<file path="config.mk">
export PLATFORM = sky130hd
export DESIGN_NAME = qre_div
export DESIGN_NICKNAME = d
export VERILOG_FILES = /design/src/hdl/qre_pkg.sv /design/src/hdl/qre_div.sv
export SDC_FILE = /design/constraint.sdc
export NUM_CORES = 1
export LEC_CHECK = 0
export BUFFER_PORTS_ARGS = -buffer_cell sky130_fd_sc_hd__buf_4
export CAP_MARGIN = 20
export CORE_ASPECT_RATIO = 1.4
export CORE_MARGIN = 5
export CORE_UTILIZATION = 43
export DETAILED_ROUTE_END_ITERATION = 16
export PLACE_DENSITY = 0.71
export REMOVE_ABC_BUFFERS = 1
export SLEW_MARGIN = 20
export SYNTH_ARGS = -nofsm -noshare
export SYNTH_HDL_FRONTEND = slang
export SYNTH_SLANG_ARGS = --single-unit
</file>
<file path="constraint.sdc">
create_clock -name clk_i -period 3.3 [get_ports clk_i]
set_clock_uncertainty 0.05 [all_clocks]
set_input_delay 0.99 -clock clk_i [delete_from_list [all_inputs] [get_ports clk_i]]
set_output_delay 0.99 -clock clk_i [all_outputs]
set_load 0.02 [all_outputs]
</file>
<file path="src/hdl/qre_pkg.sv">
`timescale 1ns / 1ps

package qre_pkg;

  localparam int QW = 16;
  localparam int RW = 32;
  localparam int AW = 35;
  localparam int MW = 34;
  localparam int PW = 2 * MW;
  localparam int NW = 64;
  localparam int DW = 40;
  localparam int HW = 20;
  localparam int RATE_SHIFT = 18;
  localparam int XW = 36;
  localparam int ZW = 35;

  localparam int CORDIC_STEPS_DEF = 16;

  localparam logic [HW-1:0] STEP_RESET = HW'(1000);
  localparam logic [MW-1:0] US_X2 = MW'(2000000);
  localparam logic signed [ZW-1:0] HALF_PI = ZW'(64'd1686629713);
  localparam logic [31:0] POS_MAX = 32'h7FFF_FFFF;
  localparam logic [31:0] NEG_MAX = 32'h8000_0000;

  localparam logic [29:0] ATAN_LUT [32] = '{
    30'd843314857, 30'd497837829, 30'd263043837, 30'd133525159, 30'd67021687,
    30'd33543516, 30'd16775851, 30'd8388437, 30'd4194283, 30'd2097149,
    30'd1048576, 30'd524288, 30'd262144, 30'd131072, 30'd65536, 30'd32768,
    30'd16384, 30'd8192, 30'd4096, 30'd2048, 30'd1024, 30'd512, 30'd256,
    30'd128, 30'd64, 30'd32, 30'd16, 30'd8, 30'd4, 30'd2, 30'd1, 30'd0
  };

  // {negate, index of previous component}, row = result component, col = current component
  localparam logic [2:0] QMUL_MAP [16] = '{
    3'b000, 3'b001, 3'b010, 3'b011,
    3'b101, 3'b000, 3'b111, 3'b010,
    3'b110, 3'b011, 3'b000, 3'b101,
    3'b111, 3'b110, 3'b001, 3'b000
  };

endpackage

</file>
<file path="src/hdl/qre_div.sv">
`timescale 1ns / 1ps

module qre_div (
  input  logic                      clk_i,
  input  logic                      rst_ni,
  input  logic                      start_i,
  input  logic [qre_pkg::NW-1:0]    num_i,
  input  logic [qre_pkg::DW-1:0]    den_i,
  output logic                      done_o,
  output logic [qre_pkg::NW-1:0]    quo_o
);
  import qre_pkg::*;

  localparam int CW = $clog2(NW);

  logic [NW-1:0] nq_q, nq_d;
  logic [DW-1:0] den_q, den_d;
  logic [DW:0]   rem_q, rem_d, sh;
  logic [CW-1:0] cnt_q, cnt_d;
  logic          busy_q, busy_d, done_q, done_d, qbit;

  always_comb begin
    sh     = {rem_q[DW-1:0], nq_q[NW-1]};
    qbit   = (sh >= {1'b0, den_q});
    nq_d   = nq_q;
    rem_d  = rem_q;
    den_d  = den_q;
    cnt_d  = cnt_q;
    busy_d = busy_q;
    done_d = 1'b0;
    if (start_i) begin
      nq_d   = num_i;
      den_d  = den_i;
      rem_d  = '0;
      cnt_d  = '0;
      busy_d = 1'b1;
    end else if (busy_q) begin
      rem_d = qbit ? (sh - {1'b0, den_q}) : sh;
      nq_d  = {nq_q[NW-2:0], qbit};
      cnt_d = cnt_q + CW'(1);
      if (cnt_q == CW'(NW - 1)) begin
        busy_d = 1'b0;
        done_d = 1'b1;
      end
    end
  end

  always_ff @(posedge clk_i or negedge rst_ni) begin
    if (!rst_ni) begin
      busy_q <= 1'b0;
      done_q <= 1'b0;
      cnt_q  <= '0;
    end else begin
      busy_q <= busy_d;
      done_q <= done_d;
      cnt_q  <= cnt_d;
    end
  end

  always_ff @(posedge clk_i) begin
    nq_q  <= nq_d;
    rem_q <= rem_d;
    den_q <= den_d;
  end

  assign done_o = done_q;
  assign quo_o  = nq_q;

endmodule

</file>
Yosys cells after proc, flatten, opt, wreduce, memory -nomap -nowiden

Index checks and enable logic that the tools add are counted.

Equal/unequal tests: 1
Divide/modulo/power cells: 0
Bitwise logic cells: 0
Shift-type cells: 0
Reduce and logical (&&, ||, !) cells: 1
Add/subtract/negate cells: 2
Order comparisons: 1
Muxes and demuxes: 11
$mul: 0

Operator list:

| cell                  | count |
|---|---|
| $mux W64              | 2 |
| $ge A41 B40 Y1        | 1 |
| $mux W40              | 1 |
| $sub A40 B40 Y40      | 1 |
| $mux W6               | 2 |
| $add A6 B1 Y6 const B | 1 |
| $eq A6 B6 Y1 const B  | 1 |
| $mux W1               | 6 |
| $reduce_bool A2 Y1    | 1 |

Bits in latches: 0
Memory bits (read-only): 0
Bits in registers: 152
RAM bits: 0
Memories: 0
Logic and storage cells: 22
Output and inout bits: 65

Logic depth before layout (Yosys ltp)

Gate-level depths: netlist of the first run.

Depth in word-level cells: 4
Depth in mapped cells: 14
Gate-level depth less buffers: 12

Least setup slack after synthesis of the first run

Ideal clock, no wire load.

Kind: input-to-reg
Start: input start_i
End: register nq_q[0], in the netlist quo_o[0] (enable)
Buffers on the path: 2
Stages: 4
Data arrival time: 2.773 ns
Data required time: 2.832 ns
Setup slack: 0.059 ns
Library setup time: 0.418 ns
Cells stage by stage: clkbuf_1 -> nor2_1 -> clkbuf_1 -> inv_1

Cells in the longest elaborated chain, start to end: 1

Ends and longest elaborated chain:

| element                             | line          | text |
|---|---|---|
| start, declared                     | qre_div.sv:6  | `input logic start_i,` |
| $reduce_bool A2 Y1 (no source line) | n/a           |  |
| end signal, assigned                | qre_div.sv:61 | `nq_q <= nq_d;` |
| end, declared                       | qre_div.sv:16 | `logic [NW-1:0] nq_q, nq_d;` |

No other way between the ends.
A chain may end at the register's enable or synchronous reset.

Worst setup path in the final report of the first run

Start: register nq_q[63], in the netlist quo_o[63]
End: register rem_q[38]

Cells in the longest elaborated chain, start to end: 2
Elaborated cells between the ends (all ways): 3

Ends and longest elaborated chain:

| element                                            | line                         | text |
|---|---|---|
| $sub A40 B40 Y40 or $ge A41 B40 Y1 (tied branches) | qre_div.sv:38, qre_div.sv:24 |  |
| $mux W40 (*)                                       | qre_div.sv:38                | `rem_d = qbit ? (sh - {1'b0, den_q}) : sh;` |
| end signal, assigned                               | qre_div.sv:62                | `rem_q <= rem_d;` |
| end, declared                                      | qre_div.sv:18                | `logic [DW:0] rem_q, rem_d, sh;` |

Mark *: on every way between the ends. The rest lies on a longest branch, timed or not.

==> results.txt, run 1 <==
The total congestion overflow after global routing came out at 0. Kind of end point of the critical path: a flip-flop. The floorplan step defined a die boundary enclosing 22610 µm². The clock passes through at most 2 buffers. Counting the fill cells in the layout gives 1674. The global-route usage over all layers came out at 0.1886.

By area the synthesized netlist is led by sky130_fd_sc_hd__edfxtp_1 (37%), sky130_fd_sc_hd__dfxtp_1 (9.5%), sky130_fd_sc_hd__mux2_2 (8.4%), sky130_fd_sc_hd__ha_1 (6.1%), sky130_fd_sc_hd__a21oi_1 (3.6%). Number of buffers inserted during clock tree synthesis: 17. The run gives 0.4876 as the post-synthesis sequential area ratio. Worst setup path startpoint: quo_o[63]. The fraction of the cycle the final worst path needs is 0.9586. Max-cap violations in this run came to 0.

For this run, the top clock speed supported by timing is 316.1 MHz. Averaged over all synthesized cells, the footprint is 10.46 µm². Total of hold buffers inserted after clock tree synthesis: 0. The logs give 6867 for the number of global-route vias before repair and 19290 µm² for the area of the core region. The worst-case IR drop observed on VDD is 519.5 µV. The worst-margin pin slew was 0.6812 ns; the cell area after placement was 10010 µm².

The first TritonRoute pass finished after 5 iterations. The area fraction of the dominant cell type after synthesis is 0.3692, and the arrival time at the worst endpoint is 3.42 ns. The number of buffer cells added on primary ports was 171; the utilization after layout was 0.5501. Sorting the synthesized cells by how often they occur yields sky130_fd_sc_hd__edfxtp_1 (104), sky130_fd_sc_hd__nor2_1 (73), sky130_fd_sc_hd__mux2_2 (63). The leading cell type by number of instances after synthesis is sky130_fd_sc_hd__edfxtp_1. For the initial antenna violation count, the log shows 0.

Setup violations remaining at the end of the flow were counted as 0. The biggest area contributor in the post-synthesis netlist is sky130_fd_sc_hd__edfxtp_1. Clock-pin slew was measured on the worst setup and hold paths at 0.07 ns.

Yosys printed 0 warnings. Average wire length per cell after detail routing: 17.48 µm. The congestion estimate from routability-driven global placement came to 0.9121. In this run the worst path has a maximum fanout of 5. Post-detailed-routing wire length: 21.50 mm. The DRC violation count after routing came out at 0. Proportion of layout cells with a drive suffix above 1: 0.3004. The run finished with clean final reports. For the cell row count, the log shows 60. For the wire length of the first global-routing pass, the log shows 34.18 mm.

The tools report the count of distinct cell types in the synthesized netlist as 63. For the leakage dissipation, the log shows 4.520 nW. Clock latency on the worst-skew pair, taken at its later pin, is 0.43 ns. The clock drives 152 sinks. Compared with the post-synthesis result, the final layout area differs by 25.49%. The routed via count was 6736. The startpoint of the worst register-to-register path was quo_o[63].

The net count of the finished layout was 1118; the overall die width was 128.5 µm. For this design the ratio of total power to cell area is 762.2 nW/µm². The cell sitting at the root of the clock tree is a sky130_fd_sc_hd__clkbuf_16. STA classifies the critical path startpoint as a flip-flop. The tools report the synthesized instance count as 809. Number of enable flip-flop cells after synthesis: 104. The post-route cell area is 10610 µm², and the number of routed nets with antenna violations is 0. The tightest slew margin relative to the limit is 0.5459.

The data required time of the critical path is 3.56 ns, and the height of the die is 175.9 µm. The number of inserted diodes was 0. Category of the most critical setup path: reg2reg. The time the final worst path needs with I/O delays and setup was 3.163 ns; the ratio of routed vias to standard cells was 5.476.

The number of flip-flops and latches in the synthesized netlist came out at 152. The min-delay analysis places its worst path in the category in2async. Entering global routing, the biggest net connects 85 pins.

The H-tree generated during clock tree synthesis spans 4 levels. TritonCTS built the clock tree. The detailed router finished its first iteration with 441 violations.

The half-perimeter wire length after placement was 15.68 mm; the number of top-level pins was 172. The final-report hold violation count was 0; the cell area after technology mapping was 8458 µm². The leading register cell type out of synthesis was sky130_fd_sc_hd__edfxtp_1. The share of async-settable or async-resettable flops after synthesis works out to 0.05263. The starting utilization of the core area was 0.4384.

The max-slew violation count was 0. The worst-case reg-to-reg path depth came out at 13. Across all hold checks on the routed design, the worst slack comes to 0.3124 ns.
[per-layer routing]
| layer | vias up | global-route usage | wire length (µm) |
|---|---|---|---|
| met2 | 245 | 0.3293 | 10850 |
| li1 | 3296 | - | - |
| met4 | 0 | 0.05560 | 448 |
| met5 | - | 0 | 0 |
| met1 | 3158 | 0.2124 | 8289 |
| met3 | 37 | 0.07294 | 1909 |
[registers in the layout (all words and copies together), names as in the netlist]
register and count:
busy_q 1, quo_o 64, den_q 40, cnt_q 6
done_o 1, rem_q 40
[kinds of logic after synthesis]
family,after synthesis,share of synthesized area
buffers and inverters,101,0.04734
adder cells (fa/ha/maj),42,0.06302
AND/OR/NAND/NOR,201,0.1118
multiplexers,75,0.09808
AO/OA/AOI/OAI,203,0.1559
flip-flops,152,0.4876
XOR/XNOR,35,0.03624
[placed cells by master, fill, tap and decap left out, types with 4 or more instances in the layout]
master,Yosys,layout
sky130_fd_sc_hd__nor3b_1,6,6
sky130_fd_sc_hd__o31ai_1,5,4
sky130_fd_sc_hd__inv_1,55,54
sky130_fd_sc_hd__o21ai_1,14,14
sky130_fd_sc_hd__o21ai_0,33,33
sky130_fd_sc_hd__inv_8,0,5
sky130_fd_sc_hd__a32oi_1,5,5
sky130_fd_sc_hd__a31oi_1,4,4
sky130_fd_sc_hd__buf_4,1,185
sky130_fd_sc_hd__nor3_1,10,10
sky130_fd_sc_hd__dfxtp_1,40,40
sky130_fd_sc_hd__nand3_1,13,13
sky130_fd_sc_hd__a211oi_1,24,23
sky130_fd_sc_hd__a21o_1,9,9
sky130_fd_sc_hd__mux2i_1,12,12
sky130_fd_sc_hd__mux2_2,63,63
sky130_fd_sc_hd__o21bai_1,7,7
sky130_fd_sc_hd__dfrtp_1,8,7
sky130_fd_sc_hd__nor2_1,73,73
sky130_fd_sc_hd__xor2_1,20,20
sky130_fd_sc_hd__clkbuf_16,0,17
sky130_fd_sc_hd__nand2_1,50,50
sky130_fd_sc_hd__o21a_1,4,4
sky130_fd_sc_hd__a21boi_0,4,4
sky130_fd_sc_hd__xnor2_1,15,15
sky130_fd_sc_hd__a21oi_1,60,59
sky130_fd_sc_hd__ha_1,41,41
sky130_fd_sc_hd__and2_1,5,5
sky130_fd_sc_hd__nand2b_1,12,12
sky130_fd_sc_hd__nand4_1,14,14
sky130_fd_sc_hd__edfxtp_1,104,104
[critical path, stage by stage (launching register included)]
cell and delay [ns]:
sky130_fd_sc_hd__edfxtp_1 0.37, sky130_fd_sc_hd__inv_1 0.05, sky130_fd_sc_hd__ha_1 0.21, sky130_fd_sc_hd__fa_1 0.39, sky130_fd_sc_hd__nand2b_1 0.19, sky130_fd_sc_hd__a211oi_2 0.26, sky130_fd_sc_hd__a211oi_2 0.12, sky130_fd_sc_hd__o211ai_2 0.29
sky130_fd_sc_hd__a41oi_1 0.25, sky130_fd_sc_hd__nor4_2 0.34, sky130_fd_sc_hd__buf_4 0.18, sky130_fd_sc_hd__o21ai_0 0.10, sky130_fd_sc_hd__mux2i_1 0.17, sky130_fd_sc_hd__nand2_1 0.07
[final timing paths]
path                        endpoint  slack, ns
max reg2reg                rem_q[38]       0.14
min reg2reg                 rem_q[1]       0.45
min in group clk_i          rem_q[1]       0.45
min                         cnt_q[5]       0.31
max                        rem_q[38]       0.14
max in group asynchronous     busy_q       2.74
[report_power, final]
group	internal, mW	total [mW]	leakage [nW]	switching, mW
Clock	1.08	1.96	0.284	0.879
Sequential	2.42	2.68	1.50	0.255
Combinational	1.45	3.46	2.74	2.00
[stage by stage]
step	setup WS, ns	instances	total power [mW]	TNS, ns
2_1_floorplan	-0.3340	763	5.094	-27.04
3_3_place_gp	0.1667	1198	6.060	0
3_5_place_dp	0.08351	1198	6.101	0
4_1_cts	0.05448	1230	8.096	0
5_1_grt	-0.05444	1230	8.606	-0.1055
6_report	0.1367	1230	8.090	0
[repair_timing]
action,in CTS,in global routing
resized for setup,0,5
endpoints found under the hold margin,0,0
buffers inserted,0,0
setup endpoints to repair,0,17
[layout make-up]
type                       count  area [µm²]  area share
timing repair buffer         187        1429      0.1346
clock inverter                14       157.7     0.01485
multi-input combinational    556        3956      0.3727
sequential                   152        4125      0.3887
tap                          248       310.3     0.02924
clock buffer                  18       429.2     0.04043
inverter                      55       206.4     0.01945
No activity file was read; power rests on OpenSTA's default activity.
==> run 2, diff against run 1 <==
PLACE_DENSITY = default   (was 0.71)
==> run 2 against run 1 <==
  * Core utilization about the same
  * First-iteration DRC count fell by 20%
  * Clock power is 7% lower
  * Clock-buffer cell count up 2
  * Routed wire length up 2.8%
  * Critical path depth is 1 lower
  * Sequential cell count unchanged
  * Cell count grew 0.24%
==> results.txt, run 2 (synthesized netlist as in run 1, its figures left out) <==
The run finished with clean final reports. The worst hold path belongs to the class in2async. Post-cts sizing count: 0.

After the flow finishes, the layout carries non-filler instances totaling 1233. The core region is 19290 µm². The tools report the post-detailed-routing wire length as 22.10 mm.

The clock-pin slew on the worst setup and hold paths was 0.06 ns. Summed over all nets, the switching power comes to 3.087 mW. Dividing the detail-routed wire length by the instance count gives 17.92 µm.

Setup repair after global routing could not meet its margin everywhere. The number of buffers inserted during clock tree synthesis was 17; the proportion of layout cells with a drive suffix above 1 was 0.3015. The repair_antennas step left the layout with diodes totalling 0.

The global routing stage identified its most utilized layer as met2. The max-slew violation count was 0. The tools report the number of top-level pins as 172.

The maximum fanout along the worst path works out to 4. The library cells used most frequently in the layout, excluding fill and tap cells, are sky130_fd_sc_hd__buf_4 (186), sky130_fd_sc_hd__edfxtp_1 (104), sky130_fd_sc_hd__nor2_1 (73), sky130_fd_sc_hd__mux2_2 (63), sky130_fd_sc_hd__a21oi_1 (60). Timing would allow up to 320.2 MHz.

For the leakage dissipation, the log shows 4.519 nW. The total of hold buffers inserted after clock tree synthesis came out at 0. In the routed layout, each cell is associated on average with a via count of 5.397. The die covers 22610 µm². The tools report the final setup violation count as 0. The internal portion of the total power is 4.932 mW. The tightest hold path in the finished design has a slack of 0.3106 ns. The run gives 1121 as the net count of the finished layout.

For the TritonCTS sink count, the log shows 152. The time the final worst path needs with I/O delays and setup was 3.123 ns; the max-capacitance violation count was 0. The total congestion overflow after global routing came out at 0. The number of routed nets with antenna violations is 0. The category of the most critical setup path was reg2reg. The number of global-route vias before repair was 6951; the total area of multi-input combinational cells was 3960 µm². For the tightest slew margin relative to the limit, the log shows 0.2672. The initial antenna violation count is 0, and the register-to-register path setup slack is 0.18 ns. In the post-route analysis, the smallest setup slack over all paths is 0.1771 ns. The clock tree root driver cell is sky130_fd_sc_hd__clkbuf_16.

The fraction of power spent switching nets was 0.3850; the routed via count was 6654. For the post-route cell area, the log shows 10610 µm². The run gives 0.3335 as the met2 layer usage reported by global route. The largest voltage drop on the vdd net was 405.6 µV; the cell row count was 60.

The design draws 8.019 mW. For the global-route usage over all layers, the log shows 0.1971. The H-tree was split into 4 levels. Timing analysis after detailed placement gives a worst setup slack of 0.05889 ns. STA classifies the critical path endpoint as a flip-flop. Once the clock tree was built, the setup fixing pass inserted 0 buffers. The count of buffers added on input and output ports is 171. Adding up every negative setup slack in the final design gives 0 ns. Once placement finished, the instance area stood at 10040 µm². The run gives 2 as the maximum count of clock buffers along a single path. The logs give 0.4384 for the starting utilization of the core area and 3.38 ns for the arrival time at the worst endpoint. The launching element type of the critical path is a flip-flop.

The layout filler cell count is 1744, and the sequential share of power is 0.333. The fraction of the cycle the final worst path needs was 0.9463; the height of the die was 175.9 µm. The pre-antenna-repair detailed-routing pass consisted of 4 iterations.

After detailed routing, the number of remaining DRC violations is 0. The data required time of the critical path was 3.55 ns; the met1 demand-to-capacity share in global routing was 0.2275. The portion of total power attributed to the clock network was 0.227. The first routing iteration left 351 violations.

TritonCTS built the clock tree. The power per cell area was 755.7 nW/µm²; the area growth from synthesis to final layout was 25.46%. The part of the total power dissipated in combinational logic was 0.440.

The library cell used most frequently in the layout, excluding fill and tap cells, is sky130_fd_sc_hd__buf_4. The largest net degree at the start of global routing was 65. The final-report hold violation count was 0.

Clock insertion delay at the later pin of the skew report: 0.44 ns. For the pin with the worst max-slew slack, the measured transition is 1.097 ns. Once detailed placement completed, the half-perimeter wirelength came to 16.19 mm. The utilization after layout came out at 0.5500.

The first global-routing pass estimated 35.46 mm of wire. The met3 routing resource usage after global routing is 0.08172, and the flip-flop count of the largest register after layout is 64. The logs give 1201 for the total instance count after detailed placement and 4125 µm² for the sequential cell area in the final layout. The overall die width is 128.5 µm.

The tools report the global placement routability congestion as 0.9030.
==> run 2: layout make-up <==
class | count | area share
clock buffers | 20 | 0.04209
clock inverters | 12 | 0.008961
inverters | 55 | 0.01946
multi-input cells | 556 | 0.3732
flip-flops and latches | 152 | 0.3888
well taps | 248 | 0.02924
repair buffers | 190 | 0.1383
==> run 2: layer usage <==
layer	up-vias	share of wire
met5	-	0
met4	0	0.016
met3	30	0.088
met2	195	0.49
met1	3133	0.41
li1	3296	-
==> run 2: power groups by stage <==
stage                     sequential [mW]  clock (mW)  combinational [mW]
after floorplan                      2.76           0                2.33
after global placement               2.70           0                3.48
after detailed placement             2.71           0                3.47
after CTS                            2.68        1.88                3.50
after global routing                 2.72        1.96                3.91
final                                2.67        1.82                3.52
==> run 2: final timing paths <==
check	depth (start not counted)	from	end
max in group asynchronous	1	rst_ni	busy_q
max	12	quo_o[63]	rem_q[36]
min	1	rst_ni	done_o
min reg2reg	2	rem_q[2]	rem_q[2]
min in group clk_i	2	rem_q[2]	rem_q[2]
max reg2reg	12	quo_o[63]	rem_q[36]
==> run 2: worst max-delay path, cell delays in order (launching register included) <==
cell and delay, ns:
sky130_fd_sc_hd__edfxtp_1 0.41, sky130_fd_sc_hd__inv_1 0.08, sky130_fd_sc_hd__ha_1 0.17, sky130_fd_sc_hd__fa_1 0.20, sky130_fd_sc_hd__nand2b_1 0.15, sky130_fd_sc_hd__a211oi_1 0.09, sky130_fd_sc_hd__a211oi_2 0.41, sky130_fd_sc_hd__o211ai_2 0.18
sky130_fd_sc_hd__a21oi_1 0.36, sky130_fd_sc_hd__o21ai_1 0.19, sky130_fd_sc_hd__a2111oi_2 0.47, sky130_fd_sc_hd__xor2_1 0.18, sky130_fd_sc_hd__o21ai_1 0.07
==> run 3, diff against run 2 <==
CELL_PAD_IN_SITES_DETAIL_PLACEMENT = 1   (was default)
CELL_PAD_IN_SITES_GLOBAL_PLACEMENT = 1   (was default)
PLACE_DENSITY_LB_ADDON = 0.1   (was default)
==> run 3 against run 2 <==
  * Sequential share of layout area shrank 0.29 points
  * Maximum frequency shrank 3.0%
  * Sequential cell count is the same
  * Clock-buffer cell count shrank 3
  * Sequential power is essentially flat
  * Core utilization grew 0.41 points
  * Setup slack lost 0.097 ns
  * Routed wire length grew 8.4%
  * Combinational power grew 2%
  * Clock power grew 14%
  * Critical path depth is the same
==> results.txt, run 3 (synthesized netlist as in run 1, its figures left out) <==
In this run, post-CTS hold repair placed 0 buffers. The sequential share of power is 0.321. The tools report the part of the total power dissipated in combinational logic as 0.430. At the end of routability-driven placement, the weighted congestion stood at 0.8403. From synthesis to final layout, the design area changed by 26.41%. The largest net degree at the start of global routing was 69. The startpoint identified for the worst register-to-register timing path is quo_o[63]. The kind of end point of the critical path was a flip-flop. The root buffer cell chosen for the clock tree is sky130_fd_sc_hd__clkbuf_16. The max-slew violation count is 0, and the number of buffer cells added on primary ports is 171. The number of placed instances, taps included, is 1202. The internal power of the cells totals 5.090 mW. The final setup TNS was 0 ns; the worst-margin pin slew was 0.6246 ns. Clock latency on the worst-skew pair, taken at its later pin, is 0.43 ns.

The tightest slew margin relative to the limit is 0.5800. TritonCTS built the clock tree. The TritonCTS sink count was 152.

The layout filler cell count was 2105; the fraction of the cycle the final worst path needs was 0.9759. From left edge to right edge, the die measures 128.5 µm. The leading cell type in the layout, fill and taps excluded is sky130_fd_sc_hd__buf_4.

For the number of standard cells in the final layout excluding fillers, the log shows 1234. The worst register-to-register path has a setup slack of 0.08 ns. The tools report the portion of total power attributed to the clock network as 0.249. The routed layout has 6764 vias. Based on the critical path, the design can be clocked at up to 310.5 MHz. The library cells used most frequently in the layout, excluding fill and tap cells, are sky130_fd_sc_hd__buf_4 (187), sky130_fd_sc_hd__edfxtp_1 (104), sky130_fd_sc_hd__nor2_1 (73), sky130_fd_sc_hd__mux2_2 (63), sky130_fd_sc_hd__a21oi_1 (60).

The post-cts sizing count was 0. The logs give 3.49 ns for the arrival time at the worst endpoint and 0 for the total congestion overflow after global routing. After clock tree synthesis, the clock-pin slew on the worst setup and hold paths is 0.07 ns. The flow ran to the end, and the final reports show no timing, DRC or antenna violations.

The worst-case reg-to-reg path depth works out to 12. The first global-routing pass estimated 39.41 mm of wire. After detailed routing, the average wire length per cell comes to 19.41 µm. The logs give 7625 for the number of global-route vias before repair and 22610 µm² for the area of the die.

The starting utilization of the core area is 0.4384, and the largest voltage drop on the vdd net is 357.6 µV. The tightest min-delay check is of the in2async type. Data required time of the critical path: 3.57 ns. The tools report the initial antenna violation count as 0. In the post-route analysis, the smallest setup slack over all paths is 0.07963 ns.

The proportion of layout cells with a drive suffix above 1 was 0.3032; the post-route cell area was 10690 µm². The worst setup path is launched from a flip-flop. The switching power summed over all nets was 3.267 mW; the power per cell area was 781.7 nW/µm². The tools report the maximum count of clock buffers along a single path as 2. Setup repair after global routing could not meet its margin everywhere.

The number of routed nets with antenna violations was 0; the height of the die was 175.9 µm. The endpoint identified for the worst register-to-register timing path is rem_q[36]. Final setup violation count: 0. The flip-flop count of the largest register after layout is 64, and the number of top-level pins is 172. The number of antenna diodes in the final layout is 0.

After detailed routing, the total wire length is 23.96 mm. For this run, design rule violations remaining after detail routing come to 0. Row generation in the floorplan step produced 60 rows. The category of the most critical setup path was reg2reg. The time the final worst path needs with I/O delays and setup was 3.220 ns; the initial detailed-routing violation count was 341. The tools report the utilization after layout as 0.5542. The fraction of power spent switching nets came out at 0.3909.

Across the run, the number of max-cap violations was 0. The run gives 0 as the final-report hold violation count. The tools report the cell area after placement as 10050 µm².

The run gives 4.571 nW as the leakage dissipation. The area of the core region was 19290 µm². At the placement stage, the worst setup path has a slack of 0.1003 ns.

The half-perimeter wire length after placement came out at 17.65 mm. The H-tree was split into 4 levels. The net count of the finished layout was 1122; the maximum fanout along the worst path was 4. Across all hold checks on the routed design, the worst slack comes to 0.3192 ns. The tools report the number of buffers inserted during clock tree synthesis as 17. After detailed routing, the number of vias per cell comes to 5.481.

The post-route total power was 8.358 mW. The logs give 0.2165 for the global-route usage over all layers and 4 for the count of TritonRoute iterations in the first routing pass. The tools report the post-CTS setup repair buffer count as 0.
[run 3: cell types whose count changed in the layout (fill, tap and decap cells not counted), sizes merged]
cell	change
buf	+1
bufinv	+2
clkbuf	-3
clkinv	-1
clkinvlp	-3
inv	+5
[run 3: area by class of cell]
| cell class | count | area (µm²) | area share |
|---|---|---|---|
| Timing Repair Buffer | 191 | 1475 | 0.1380 |
| Tap cell | 248 | 310.3 | 0.02902 |
| Clock inverter | 15 | 200.2 | 0.01872 |
| Sequential cell | 152 | 4125 | 0.3858 |
| Clock buffer | 17 | 425.4 | 0.03979 |
| Inverter | 55 | 206.4 | 0.01931 |
| Multi-Input combinational cell | 556 | 3949 | 0.3693 |
[run 3: worst max-delay path by stage]
stage,from,end,slack (ns),depth (start not counted)
after detailed placement,quo_o[63],rem_q[32],0.10,12
after global routing,quo_o[63],rem_q[36],-0.07,12
after global placement,quo_o[63],rem_q[32],0.27,12
after CTS,quo_o[63],rem_q[32],0.08,12
final,quo_o[63],rem_q[36],0.08,12
after floorplan,quo_o[63],rem_q[27],-0.33,10
[run 3: worst max-delay path, stage by stage, from the launching register on]
cell,delay (ns)
sky130_fd_sc_hd__edfxtp_1,0.41
sky130_fd_sc_hd__inv_1,0.08
sky130_fd_sc_hd__ha_1,0.18
sky130_fd_sc_hd__fa_1,0.23
sky130_fd_sc_hd__nand2b_1,0.17
sky130_fd_sc_hd__a211oi_2,0.09
sky130_fd_sc_hd__a211oi_2,0.47
sky130_fd_sc_hd__o211ai_2,0.16
sky130_fd_sc_hd__a21oi_1,0.27
sky130_fd_sc_hd__o21ai_1,0.18
sky130_fd_sc_hd__a2111oi_0,0.54
sky130_fd_sc_hd__xor2_1,0.21
sky130_fd_sc_hd__o21ai_1,0.07
[run 3: power groups by stage]
stage          Sequential, mW  Clock (mW)  Combinational (mW)
6_report                 2.68        2.08                3.60
2_1_floorplan            2.76           0                2.33
3_5_place_dp             2.72           0                3.54
3_3_place_gp             2.70           0                3.44
4_1_cts                  2.68        2.14                3.59
5_1_grt                  2.73        2.23                3.97
[run 3: routing by layer]
| metal | part of all wire | GRT usage |
|---|---|---|
| met1 | 0.39 | 0.2429 |
| met2 | 0.51 | 0.3824 |
| met3 | 0.074 | 0.07355 |
| met4 | 0.025 | 0.07137 |
| met5 | 0 | 0 |
